## config.mk

```make
export PLATFORM = sky130hd
export DESIGN_NAME = tcc_engine
export DESIGN_NICKNAME = d
export VERILOG_FILES = /design/src/sv/tcc_pkg.sv /design/src/sv/tcc_engine.sv
export SDC_FILE = /design/constraint.sdc
export NUM_CORES = 1
export LEC_CHECK = 0
export BUFFER_PORTS_ARGS = -buffer_cell sky130_fd_sc_hd__buf_2
export CORE_MARGIN = 2
export CORE_UTILIZATION = 46
export CTS_CLUSTER_DIAMETER = 80
export DETAILED_ROUTE_END_ITERATION = 16
export GPL_TIMING_DRIVEN = 0
export PLACE_DENSITY = 0.85
export SETUP_SLACK_MARGIN = 0.05
export SLEW_MARGIN = 5
export SYNTH_ARGS = -nofsm -noshare
export SYNTH_HDL_FRONTEND = slang
export SYNTH_SLANG_ARGS = --single-unit
```

## constraint.sdc

```tcl
create_clock -name clk -period 2.7 [get_ports clk]
set_input_delay 0.54 -clock clk [delete_from_list [all_inputs] [get_ports clk]]
set_output_delay 0.54 -clock clk [all_outputs]
set_load 0.02 [all_outputs]
```

## src/sv/tcc_pkg.sv

```systemverilog
`timescale 1ns / 1ps

package tcc_pkg;

  localparam int OP_W   = 3;
  localparam int CHAR_W = 8;
  localparam int POS_W  = 7;
  localparam int IDX_W  = 11;
  localparam int ATTR_W = 8;
  localparam int CELL_W = ATTR_W + CHAR_W;

  localparam logic [OP_W-1:0] OP_WRITE_CHAR = 3'd0;
  localparam logic [OP_W-1:0] OP_CLEAR      = 3'd1;
  localparam logic [OP_W-1:0] OP_SET_ROW    = 3'd2;
  localparam logic [OP_W-1:0] OP_SET_COL    = 3'd3;
  localparam logic [OP_W-1:0] OP_READ_CELL  = 3'd4;

  localparam logic [CHAR_W-1:0] NEWLINE_CODE = 8'd10;
  localparam logic [CHAR_W-1:0] SPACE_CODE   = 8'd32;

  typedef struct packed {
    logic [IDX_W-1:0]  cursor_index;
    logic [CELL_W-1:0] cell_value;
    logic              scrolled;
  } result_t;

endpackage

```

## src/sv/tcc_engine.sv

```systemverilog
`timescale 1ns / 1ps

module tcc_engine
  import tcc_pkg::*;
#(
  parameter int COLUMNS = 80,
  parameter int ROWS    = 25,
  parameter int ADDR_W  = $clog2(COLUMNS * ROWS)
) (
  input  logic              clk,
  input  logic              rst,
  input  logic              in_valid,
  output logic              in_ready,
  input  logic [OP_W-1:0]   operation,
  input  logic [CHAR_W-1:0] char_code,
  input  logic [POS_W-1:0]  position,
  input  logic [IDX_W-1:0]  cell_index,
  input  logic [ATTR_W-1:0] attr,
  output logic              res_valid,
  input  logic              res_ready,
  output result_t           res,
  output logic              mem_we,
  output logic [ADDR_W-1:0] mem_waddr,
  output logic [CELL_W-1:0] mem_wdata,
  output logic [ADDR_W-1:0] mem_raddr,
  input  logic [CELL_W-1:0] mem_rdata
);

  localparam int CELLS = COLUMNS * ROWS;
  localparam int ROW_W = $clog2(ROWS);
  localparam int COL_W = $clog2(COLUMNS);
  localparam int SUM_W = (ADDR_W > IDX_W) ? ADDR_W : IDX_W;
  localparam logic [ROW_W-1:0]  ROW_LAST   = ROW_W'(ROWS - 1);
  localparam logic [COL_W-1:0]  COL_LAST   = COL_W'(COLUMNS - 1);
  localparam logic [ADDR_W-1:0] CELL_LAST  = ADDR_W'(CELLS - 1);
  localparam logic [ADDR_W-1:0] ROW_STRIDE = ADDR_W'(COLUMNS);
  localparam logic [ADDR_W-1:0] FILL_START = ADDR_W'(CELLS - COLUMNS);
  localparam logic [SUM_W-1:0]  CELLS_EXT  = SUM_W'(CELLS);
  localparam logic [SUM_W-1:0]  COLS_EXT   = SUM_W'(COLUMNS);

  typedef enum logic [2:0] {
    S_IDLE,
    S_READ,
    S_COPY,
    S_DRAIN,
    S_FILL,
    S_CLEAR,
    S_RESULT
  } state_t;

  state_t            state;
  logic [ROW_W-1:0]  row;
  logic [COL_W-1:0]  col;
  logic [ADDR_W-1:0] cnt;
  logic              copy_pend;
  logic [ADDR_W-1:0] copy_addr;
  logic [CELL_W-1:0] value;
  logic              did_scroll;

  logic [SUM_W-1:0]  cur_lin;
  logic [SUM_W-1:0]  idx_ext;
  logic              accept;
  logic              idx_ok;
  logic              is_newline;
  logic [CELL_W-1:0] blank_cell;

  assign cur_lin    = SUM_W'(row) * COLS_EXT + SUM_W'(col);
  assign idx_ext    = SUM_W'(cell_index);
  assign idx_ok     = idx_ext < CELLS_EXT;
  assign in_ready   = (state == S_IDLE);
  assign accept     = in_valid && in_ready;
  assign is_newline = (char_code == NEWLINE_CODE);
  assign blank_cell = {attr, SPACE_CODE};

  assign res_valid        = (state == S_RESULT);
  assign res.cursor_index = cur_lin[IDX_W-1:0];
  assign res.cell_value   = value;
  assign res.scrolled     = did_scroll;

  // single write port: cursor store, scroll copy, or blank fill
  always_comb begin
    mem_we    = 1'b0;
    mem_waddr = cnt;
    mem_wdata = blank_cell;
    mem_raddr = cnt;
    case (state)
      S_IDLE: begin
        mem_raddr = idx_ext[ADDR_W-1:0];
        mem_waddr = cur_lin[ADDR_W-1:0];
        mem_wdata = {attr, char_code};
        mem_we    = accept && (operation == OP_WRITE_CHAR) && !is_newline;
      end
      S_COPY, S_DRAIN: begin
        mem_we    = copy_pend;
        mem_waddr = copy_addr;
        mem_wdata = mem_rdata;
      end
      S_FILL, S_CLEAR: begin
        mem_we = 1'b1;
      end
      default: begin
        mem_we = 1'b0;
      end
    endcase
  end

  always_ff @(posedge clk) begin
    if (rst) begin
      state     <= S_IDLE;
      row       <= '0;
      col       <= '0;
      copy_pend <= 1'b0;
    end else begin
      copy_pend <= 1'b0;
      case (state)
        S_IDLE: begin
          if (accept) begin
            value      <= '0;
            did_scroll <= 1'b0;
            state      <= S_RESULT;
            case (operation)
              OP_WRITE_CHAR: begin
                if (is_newline || col == COL_LAST) begin
                  col <= '0;
                  if (row == ROW_LAST) begin
                    did_scroll <= 1'b1;
                    cnt        <= ROW_STRIDE;
                    state      <= S_COPY;
                  end else begin
                    row <= row + 1'b1;
                  end
                end else begin
                  col <= col + 1'b1;
                end
              end
              OP_CLEAR: begin
                row   <= '0;
                col   <= '0;
                cnt   <= '0;
                state <= S_CLEAR;
              end
              OP_SET_ROW: begin
                row <= (position > POS_W'(ROW_LAST)) ? ROW_LAST : position[ROW_W-1:0];
              end
              OP_SET_COL: begin
                col <= (position > POS_W'(COL_LAST)) ? COL_LAST : position[COL_W-1:0];
              end
              OP_READ_CELL: begin
                if (idx_ok) begin
                  state <= S_READ;
                end
              end
              default: begin
                state <= S_RESULT;
              end
            endcase
          end
        end
        S_READ: begin
          value <= mem_rdata;
          state <= S_RESULT;
        end
        // read one row ahead, write back in the following cycle
        S_COPY: begin
          copy_pend <= 1'b1;
          copy_addr <= cnt - ROW_STRIDE;
          if (cnt == CELL_LAST) begin
            state <= S_DRAIN;
          end else begin
            cnt <= cnt + 1'b1;
          end
        end
        S_DRAIN: begin
          cnt   <= FILL_START;
          state <= S_FILL;
        end
        S_FILL, S_CLEAR: begin
          if (cnt == CELL_LAST) begin
            state <= S_RESULT;
          end else begin
            cnt <= cnt + 1'b1;
          end
        end
        S_RESULT: begin
          if (res_ready) begin
            state <= S_IDLE;
          end
        end
        default: begin
          state <= S_IDLE;
        end
      endcase
    end
  end

endmodule

```

After elaboration in Yosys (flattened, before gate mapping)
Index checks and enable logic that the tools add are counted.
{"block": "op_classes", "addsub": 5, "n_mul": 1, "order_cmp": 3, "n_eq_ne": 24, "n_mux": 30, "bitwise_logic": 1, "reduce_logical": 22}
{"op": "16-bit one-hot mux with 2 select lines", "count": 2}
{"op": "11-bit two-way mux", "count": 5}
{"op": "11-bit one-hot mux with 2 select lines", "count": 2}
{"op": "11-bit one-hot mux with 3 select lines", "count": 1}
{"op": "3-bit two-way mux", "count": 7}
{"op": "7-bit one-hot mux with 3 select lines", "count": 1}
{"op": "3-bit one-hot mux with 6 select lines", "count": 1}
{"op": "16-bit two-way mux", "count": 1}
{"op": "5-bit two-way mux", "count": 3}
{"op": "5-bit one-hot mux with 3 select lines", "count": 1}
{"op": "7-bit two-way mux", "count": 2}
{"op": "3-bit by 2-bit equality test with 1-bit output, second input constant", "count": 4}
{"op": "3-bit equality test, second input constant", "count": 4}
{"op": "11-bit by 1-bit adder with 11-bit output, second input constant", "count": 1}
{"op": "11-bit by 7-bit adder with 11-bit output", "count": 1}
{"op": "11-bit equality test, second input constant", "count": 1}
{"op": "11-bit less-than comparator, second input constant", "count": 1}
{"op": "11-bit by 7-bit subtractor with 11-bit output, second input constant", "count": 1}
{"op": "3-bit one-hot mux with 3 select lines", "count": 1}
{"op": "3-bit AND reduction", "count": 3}
{"op": "3-bit nonzero test", "count": 3}
{"op": "8-bit by 4-bit equality test with 1-bit output, second input constant", "count": 1}
{"op": "2-bit != test, second input constant", "count": 4}
{"op": "7-bit by 1-bit adder with 7-bit output, second input constant", "count": 1}
{"op": "other kinds (24)", "count": 34}
{"block": "totals", "ff_bits": 55, "inputBits": 57, "out_inout_bits": 69}

Depth between registers and ports, before layout
Gate-level depths: netlist (run 1).
{"block": "depth", "ltp_word": 6, "depth_mapped": 8}

Worst setup path before layout (run 1)
Ideal clock, no wire load.
{"block": "synth_path", "path_type": "reg-to-output", "from": "register row[1]", "to": "output port mem_waddr[10]", "arrival_ns": 2.600, "t_required_ns": 2.160, "slack_ns": -0.440, "path_stages_with_launch": 9, "n_path_buf": 0, "path_cell_list": "dfxtp_1 > ha_1 > ha_1 > fa_1 > xnor2_1 > nor4bb_1 > xor2_1 > xnor2_1 > a21o_1"}
{"element": "start: declaration", "line_no": "tcc_engine.sv:52", "rtl": "logic [ROW_W-1:0] row;"}
{"element": "start signal: assignment", "line_no": "tcc_engine.sv:130", "rtl": "row <= row + 1'b1;"}
{"element": "start signal: assignment", "line_no": "tcc_engine.sv:143", "rtl": "row <= (position > POS_W'(ROW_LAST)) ? ROW_LAST : position[ROW_W-1:0];"}
{"element": "end: declaration", "line_no": "tcc_engine.sv:23", "rtl": "output logic [ADDR_W-1:0] mem_waddr,"}

Worst setup path after layout (run 1)
{"block": "layout_path", "from": "register row[1]", "to": "output port mem_waddr[10]"}
{"block": "layout_between", "elab_chain_len": 3}
{"element": "5-bit by 3-bit multiplier with 7-bit output", "line_no": "tcc_engine.sv:67", "rtl": "assign cur_lin = SUM_W'(row) * COLS_EXT + SUM_W'(col);"}
{"element": "11-bit by 7-bit adder with 11-bit output", "line_no": "tcc_engine.sv:67"}
{"element": "11-bit one-hot mux with 2 select lines", "line_no": "tcc_engine.sv:86", "rtl": "case (state)"}
No other way between the ends.

==> results of run 1 <==
[kinds of logic after synthesis]
logic type                 after synthesis
AOI/OAI and AO/OA                       87
xor gates and xnor gates                23
adders and majority gates               18
buffers and inverters                   37
DFF                                     55
and+or+nand+nor                        214
[routing by layer]
metal / vias to the layer above / part of all wire / track usage
li1: 1840 / - / -
met1: 1797 / 0.38 / 0.306
met2: 276 / 0.49 / 0.446
met3: 13 / 0.12 / 0.0538
met4: 0 / 0.016 / 0.0700
met5: - / 0 / 0
[critical path: cells and delay by family, from the launching register on]
| family | cells | cell delay [ns] |
|---|---|---|
| compound gates | 1 | 0.15 |
| simple gates | 1 | 0.30 |
| buf+inv | 1 | 0.11 |
| fa+ha+maj | 3 | 0.76 |
| flops | 1 | 0.36 |
| xor+xnor | 3 | 0.57 |
[final timing paths]
check	end	slack, ns	cells after the start
worst max register to register	cnt[1]$_DFFE_PP_	0.15	4
worst min register to register	row[4]$_SDFFE_PP0P_	0.56	2
worst min-delay path	value[2]$_SDFFCE_PN0P_	0.51	2
worst max-delay path	mem_waddr[10]	-0.41	9
[cell type report]
class                   count  share of cell area
repair buffers            132               0.148
inverters                   9             0.00676
multi-input cells         342               0.463
clock buffers               5              0.0138
well taps                 105              0.0263
plain buffers              28              0.0323
clock inverters             3             0.00851
flip-flops and latches     55               0.302
[sequential cells by signal, indices dropped and copies added, names as in the netlist]
register and count:
cnt 11, state 3, col 7, copy_addr 11
row 5, copy_pend 1, value 16, did_scroll 1
[report_power, final]
part / switching [uW] / total (uW) / internal, uW / leakage, uW
Combinational: 2000 / 3100 / 1100 / 0.00169
Clock: 290 / 567 / 277 / 0.0000562
Sequential: 136 / 1310 / 1170 / 0.000501
Total: 2420 / 4970 / 2550 / 0.00224
[cell usage in the layout (no fill, tap or decap), drive strengths merged, types with 3 or more instances in the layout]
cell and n:
and3 7, edfxtp 39, or3 3, xor2 7
a21o 4, o31ai 4, nor3 15, nand2b 8
nor2b 9, nand3 19, nor2 20, ha 16
and2 24, a31oi 5, buf 153, a21oi 16
o21ai 18, nor4 3, a311oi 5, xnor2 16
inv 9, a22o 9, nand2 91, clkbuf 12
dfxtp 16, nand4 5, a22oi 8
[stage by stage]
| stage | hold slack (ns) | setup TNS, ns | utilization | total power (uW) |
|---|---|---|---|---|
| after detailed placement | 0.551 | -0.330 | 0.572 | 4220 |
| after CTS | 0.513 | -1.24 | 0.601 | 4870 |
| after floorplan | 0.491 | -0.120 | - | 3300 |
| final | 0.513 | -1.01 | 0.614 | 4970 |
| after global placement | 0.522 | -0.228 | 0.569 | 4130 |
| after global routing | 0.509 | -1.50 | 0.614 | 5300 |
[repair_timing]
action | CTS | global route
setup buffers | 5 | 3
setup endpoints to repair | 21 | 20
hold buffers | 0 | 0
gates resized for setup | 22 | 24
pin swaps | 9 | 6
==> run summary, run 1 <==
The total placed cells including tap cells is 664. In this run the power density over the cells is 995 mW/mm^2. The critical path is of the reg -> out type. The cell count after synthesis is 434. After synthesis, the largest family of logic cells by area is simple AND/OR/NAND/NOR gates. The last weighted congestion value of the routability-driven placer is 0.894. The share of final-layout standard cells stronger than drive strength 1 came out at 0.345. The dominant cell by count in the synthesized netlist is sky130_fd_sc_hd__nand2_1. The final hold violation count was 0.

The die width came out at 95.1 um. The xor/xnor share of the synthesized area came out at 0.0527. The synthesis warning total came out at 0. The shortest period the worst path allows came out at 3.11 ns. Dividing the detail-routed via count by the number of cells gives 5.78. The post-synthesis mux area share came out at 0. The tightest min-delay check is of the in -> reg type. The top-level port count came out at 126. In the final design database the tool counted 648 nets. The synthesized design contains 39 enable-type register cells.

After detailed routing, the average wire length per cell comes to 17.0 um. In the synthesized netlist the dominant register cell turns out to be sky130_fd_sc_hd__edfxtp_1. The antenna diode count is 0. The via total after detailed routing is 3926. The initial antenna violation count is 0.

The multi-input combinational cells in the finished layout cover a total of 0.00231 sq mm. STA puts the critical path data arrival time at 2.57 ns. The total overflow left after global routing is 0. The library cell contributing the largest single delay on the critical path is sky130_fd_sc_hd__dfxtp_4. The standard cell area after detailed placement came out at 0.00465 sq mm. The simple-gate share of the synthesized area is 0.281.

The net count after synthesis is 509. The filler cell count in the final layout is 678. The number of global-route vias before repair is 3659. The vertical die dimension is 95.1 um.

For this run, asynchronously set or reset flops after synthesis account for 0. By area the synthesized netlist is led by sky130_fd_sc_hd__edfxtp_1, sky130_fd_sc_hd__nand2_1, sky130_fd_sc_hd__dfxtp_1. The kind of end point of the critical path is a primary output. The commonest cells after synthesis are sky130_fd_sc_hd__nand2_1, sky130_fd_sc_hd__edfxtp_1, sky130_fd_sc_hd__and2_1, sky130_fd_sc_hd__nor2_1, sky130_fd_sc_hd__nand3_1.

Setup repair after global routing could not meet its margin everywhere. The worst path setup slack after routing came out at -0.412 ns. The number of different library cells in the post-synthesis netlist is 61. In this run the critical register-to-register path is launched from state[0]$_SDFFE_PP0P_. The post-synthesis average cell area came out at 8.80 sq um. The number of standard cells in the final layout excluding fillers came out at 679. With fillers left out, the area of the finished cells amounts to 0.00500 sq mm. The proportion of netlist area held by the largest area contributor came out at 0.307.

The sequential-to-total area share from yosys stat is 0.390. In the finished design, the share of the clock period the worst path needs comes to 1.15. STA classifies the critical path startpoint as a flip-flop. The clock tree buffer depth is 2. Summing all flip-flop and latch instances after layout gives 0.00151 sq mm.

The slew at the pin closest to its max-slew limit came out at 0.911 ns. The maximum achievable frequency is 0.321 GHz. The pin count of the biggest net entering global routing is 18. The peak supply drop is 0.000753 V. The die covers 0.00905 sq mm. The clock buffer count from CTS came out at 5.

The number of levels in the clock H-tree came out at 2. The worst clock skew is 0.0199 ns. Traced cell by cell, the critical path runs through ha_4, ha_4, fa_2, xnor2_2, nor4bb_2, xor2_1, xnor2_2, a21o_1, buf_6.

The post-synth design cell area is 0.00382 sq mm. The first-pass GRT wire length came out at 17600 um. The detailed router finished its first iteration with 236 violations.

After floorplanning, the core was divided into 33 placement rows. The number of max-capacitance violations reported came out at 0. The number of detailed-routing iterations run before antenna repair came out at 6. The HPWL after detailed placement is 8440 um. The post-place setup slack came out at -0.208 ns. For the worst setup path, the data required time is 2.16 ns.

The worst slew slack as a fraction of its limit is 0.389. The flip-flop and latch count after synthesis came out at 55. The share of synthesized cell area in full adder, half adder and majority cells came out at 0.0629. The effective utilization at floorplan came out at 0.470. The leakage power is 0.00224 uW. The final setup violation count is 5. The startpoint identified for the worst hold timing path is mem_rdata[2]. The library cell with the largest summed area after synthesis is sky130_fd_sc_hd__edfxtp_1.

Clock tree synthesis found a total of 55 sinks. The relative area change from synthesis to final layout came out at 30.8%. In this run the clock root is driven by a sky130_fd_sc_hd__clkbuf_8. For this run, design rule violations remaining after detail routing come to 0. The clock tree from TritonCTS is yes. The combined global-route utilization of all metal layers came out at 0.251. The area of the core region is 0.00813 sq mm.

The final reports fail on negative setup slack. The maximum fanout encountered on the critical timing path is 2. The antenna violation net count after detailed routing is 0.

The run finished, with violations left. The detailed-route wire length came out at 11500 um. The count of buffers from port buffering is 124. The complex-gate fraction of the synthesized area came out at 0.164. In this design, the stage delay of the slowest critical-path cell is 0.36 ns. Clock-pin slew was measured on the worst setup and hold paths at 0.09 ns.

The clock reaches the later pin of the worst-skew pair after 0.33 ns. In this run the worst setup path begins at row[1]$_SDFFE_PP0P_. The count of final max-slew check failures came out at 0.
Note: power is estimated with default switching activity, not from simulation.
==> run 2: changes to the inputs <==
--- a/config.mk
+++ b/config.mk
@@ -13,6 +13,7 @@
 export GPL_TIMING_DRIVEN = 0
 export PLACE_DENSITY = 0.85
 export SETUP_SLACK_MARGIN = 0.05
+export SKIP_LAST_GASP = 1
 export SLEW_MARGIN = 5
 export SYNTH_ARGS = -nofsm -noshare
 export SYNTH_HDL_FRONTEND = slang
==> run 2 against run 1 <==
Against the previous run:
- the run still ends with negative setup slack left
- non-clock buffer count stayed put
- final area down 0.58%
- combinational power is essentially flat
- clock power about the same
- sequential power is essentially flat
- critical endpoint unchanged
==> run summary, run 2 (synthesis results as in run 1) <==
Result of the run: complete, but fails checks (unchanged). Failing checks: negative setup slack (unchanged). The combined global-route utilization of all metal layers came out at 0.249 (was 0.251). The total negative setup slack came out at -1.02 ns (was -1.01 ns). The worst slew slack as a fraction of its limit came out at 0.390 (was 0.389). The remaining global-route overflow came out at 0 (unchanged). The ratio of total power to cell area is 995 mW/mm^2 (about the same). The antenna diode count was 0 (unchanged). The clock latency on the worst-skew pair came out at 0.33 ns (about the same).

The final hold violation count is 0 (unchanged). The count of routing violations after the opening detailed-route iteration is 211 (was 236). The detailed-route wire length came out at 11300 um (was 11500 um). The worst path setup slack after routing came to -0.429 ns (was -0.412 ns).

The count of buffers from port buffering came out at 124 (unchanged). The critical path class is reg -> out (unchanged). The slew at the pin closest to its max-slew limit came out at 0.910 ns (was 0.911 ns). The area of the die came to 0.00905 sq mm (unchanged). The top-level port count came out at 126 (unchanged). Unrepaired setup endpoints after global routing: true (unchanged). The logic depth of the worst register-to-register path was 4 (unchanged). The cell at the root of the clock tree is sky130_fd_sc_hd__clkbuf_8 (unchanged).

The clock buffer count from CTS is 5 (unchanged). The met1 usage came out at 0.305 (was 0.306). The share of final-layout standard cells stronger than drive strength 1 is 0.348 (was 0.345). The number of levels in the clock H-tree is 2 (unchanged). The post-place setup slack came out at -0.208 ns (unchanged). The number of cells on the worst hold path is 2 (unchanged). The vertical die dimension came to 95.1 um (unchanged). The met2 capacity usage during global routing is 0.443 (was 0.446). The number of nets in the layout was 648 (unchanged).

The relative area change from synthesis to final layout is 30.1% (was 30.8%). The clock tree buffer depth is 2 (unchanged). The final setup violation count is 4 (was 5). Largest registers in the final layout: value (16), cnt (11), copy_addr (11) (unchanged). The last weighted congestion value of the routability-driven placer came out at 0.894 (unchanged). The clock sink count is 55 (unchanged). The number of global-route vias before repair came out at 3642 (was 3659).

The shortest period the worst path allows is 3.13 ns (was 3.11 ns). The leakage power is 0.00223 uW (was 0.00224 uW). The per-cell routed wire length came to 16.7 um (was 17.0 um).

The area of the core region is 0.00813 sq mm (unchanged). The most common cell after layout, fill and taps aside is sky130_fd_sc_hd__buf_2 (unchanged). The required time reported for the critical path endpoint came out at 2.16 ns (about the same). The register bank with the most flops is value (unchanged).

The antenna violation net count after detailed routing came out at 0 (unchanged). The via total after detailed routing is 3872 (was 3926). The standard-cell row count came out at 33 (unchanged). The clock tree from TritonCTS is yes (unchanged). The number of detailed-routing iterations run before antenna repair is 5 (was 6). The die width is 95.1 um (unchanged). The worst clock skew is 0.0163 ns (was 0.0199 ns). The layer with the highest usage after global routing was met2 (unchanged).

The pin count of the biggest net entering global routing came out at 18 (unchanged). The met3 layer usage reported by global route is 0.0545 (was 0.0538). The final worst-path cycle share was 1.16 (was 1.15). The number of max-capacitance violations reported came to 0 (unchanged).

The final routed DRC violation total came out at 0 (unchanged). The arrival time of data at the critical path endpoint came to 2.59 ns (was 2.57 ns). The peak supply drop is 0.000740 V (was 0.000753 V). Most frequent cells in the layout: sky130_fd_sc_hd__buf_2, sky130_fd_sc_hd__nand2_1, sky130_fd_sc_hd__edfxtp_1 (unchanged). The flip-flop count of the largest register after layout is 16 (unchanged). The count of final max-slew check failures came out at 0 (unchanged).

The kind of end point of the critical path was a primary output (unchanged). The count of hold-fix buffers inserted at cts came out at 0 (unchanged). The maximum fanout encountered on the critical timing path came to 2 (unchanged).

The first-pass GRT wire length came to 17500 um (was 17600 um). The initial antenna violation count came to 0 (unchanged). The class of the worst hold path is in -> reg (unchanged).

The maximum achievable frequency came out at 0.320 GHz (was 0.321 GHz). The via-per-instance ratio is 5.70 (was 5.78). The effective utilization at floorplan came to 0.470 (unchanged).

The detailed placement HPWL is 8440 um (unchanged). The clock-pin slew on the worst setup and hold paths came out at 0.10 ns (was 0.09 ns). The launching element type of the critical path is a flip-flop (unchanged).
run 2: changes by cell type in the layout (fill, tap and decap cells not counted), sizes merged:
cell / delta
buf: -1
clkbuf: +1
run 2: timing repair:
item                       in CTS  in global routing
setup buffers                   5                  3
setup endpoints to repair      21                 19
pin swaps                       8                  7
resized for setup              20                 21
run 2: worst paths after layout:
check / start / end / slack [ns]
max: row[1]$_SDFFE_PP0P_ / mem_waddr[10] / -0.43
min: mem_rdata[2] / value[2]$_SDFFCE_PN0P_ / 0.51
max reg2reg: state[0]$_SDFFE_PP0P_ / cnt[1]$_DFFE_PP_ / 0.16
min reg2reg: row[4]$_SDFFE_PP0P_ / row[4]$_SDFFE_PP0P_ / 0.56
run 2: power by group:
group | switching, uW | internal [uW]
Combinational | 1980 | 1090
Clock | 287 | 277
Sequential | 136 | 1170
Total | 2400 | 2540
run 2: routing by layer:
metal | up-vias | part of all wire
met4 | 0 | 0.018
met2 | 239 | 0.48
li1 | 1839 | -
met1 | 1775 | 0.39
met5 | - | 0
met3 | 19 | 0.10
run 2: critical path: stages (launching register included):
cell                       delay [ns]
sky130_fd_sc_hd__dfxtp_4         0.36
sky130_fd_sc_hd__ha_4            0.24
sky130_fd_sc_hd__ha_4            0.16
sky130_fd_sc_hd__fa_2            0.36
sky130_fd_sc_hd__xnor2_2         0.17
sky130_fd_sc_hd__nor4bb_2        0.30
sky130_fd_sc_hd__xor2_1          0.26
sky130_fd_sc_hd__xnor2_2         0.15
sky130_fd_sc_hd__a21o_1          0.15
sky130_fd_sc_hd__buf_6           0.11
run 2: per-stage QoR:
step	instances	utilization	instance area (sq um)	hold WS [ns]	total power, uW
final	679	0.611	4970	0.514	4940
after global routing	679	0.611	4970	0.509	5280
after CTS	677	0.601	4890	0.513	4870
after detailed placement	664	0.572	4650	0.551	4220
after global placement	663	0.569	4630	0.522	4130
after floorplan	434	-	3880	0.491	3300
run 2: layout make-up:
type,instances,area (sq um)
fillers,676,3170
multi-input cells,342,2310
flip-flops and latches,55,1510
repair buffers,132,712
plain buffers,28,161
well taps,105,131
clock buffers,5,68.8
clock inverters,3,42.5
inverters,9,33.8
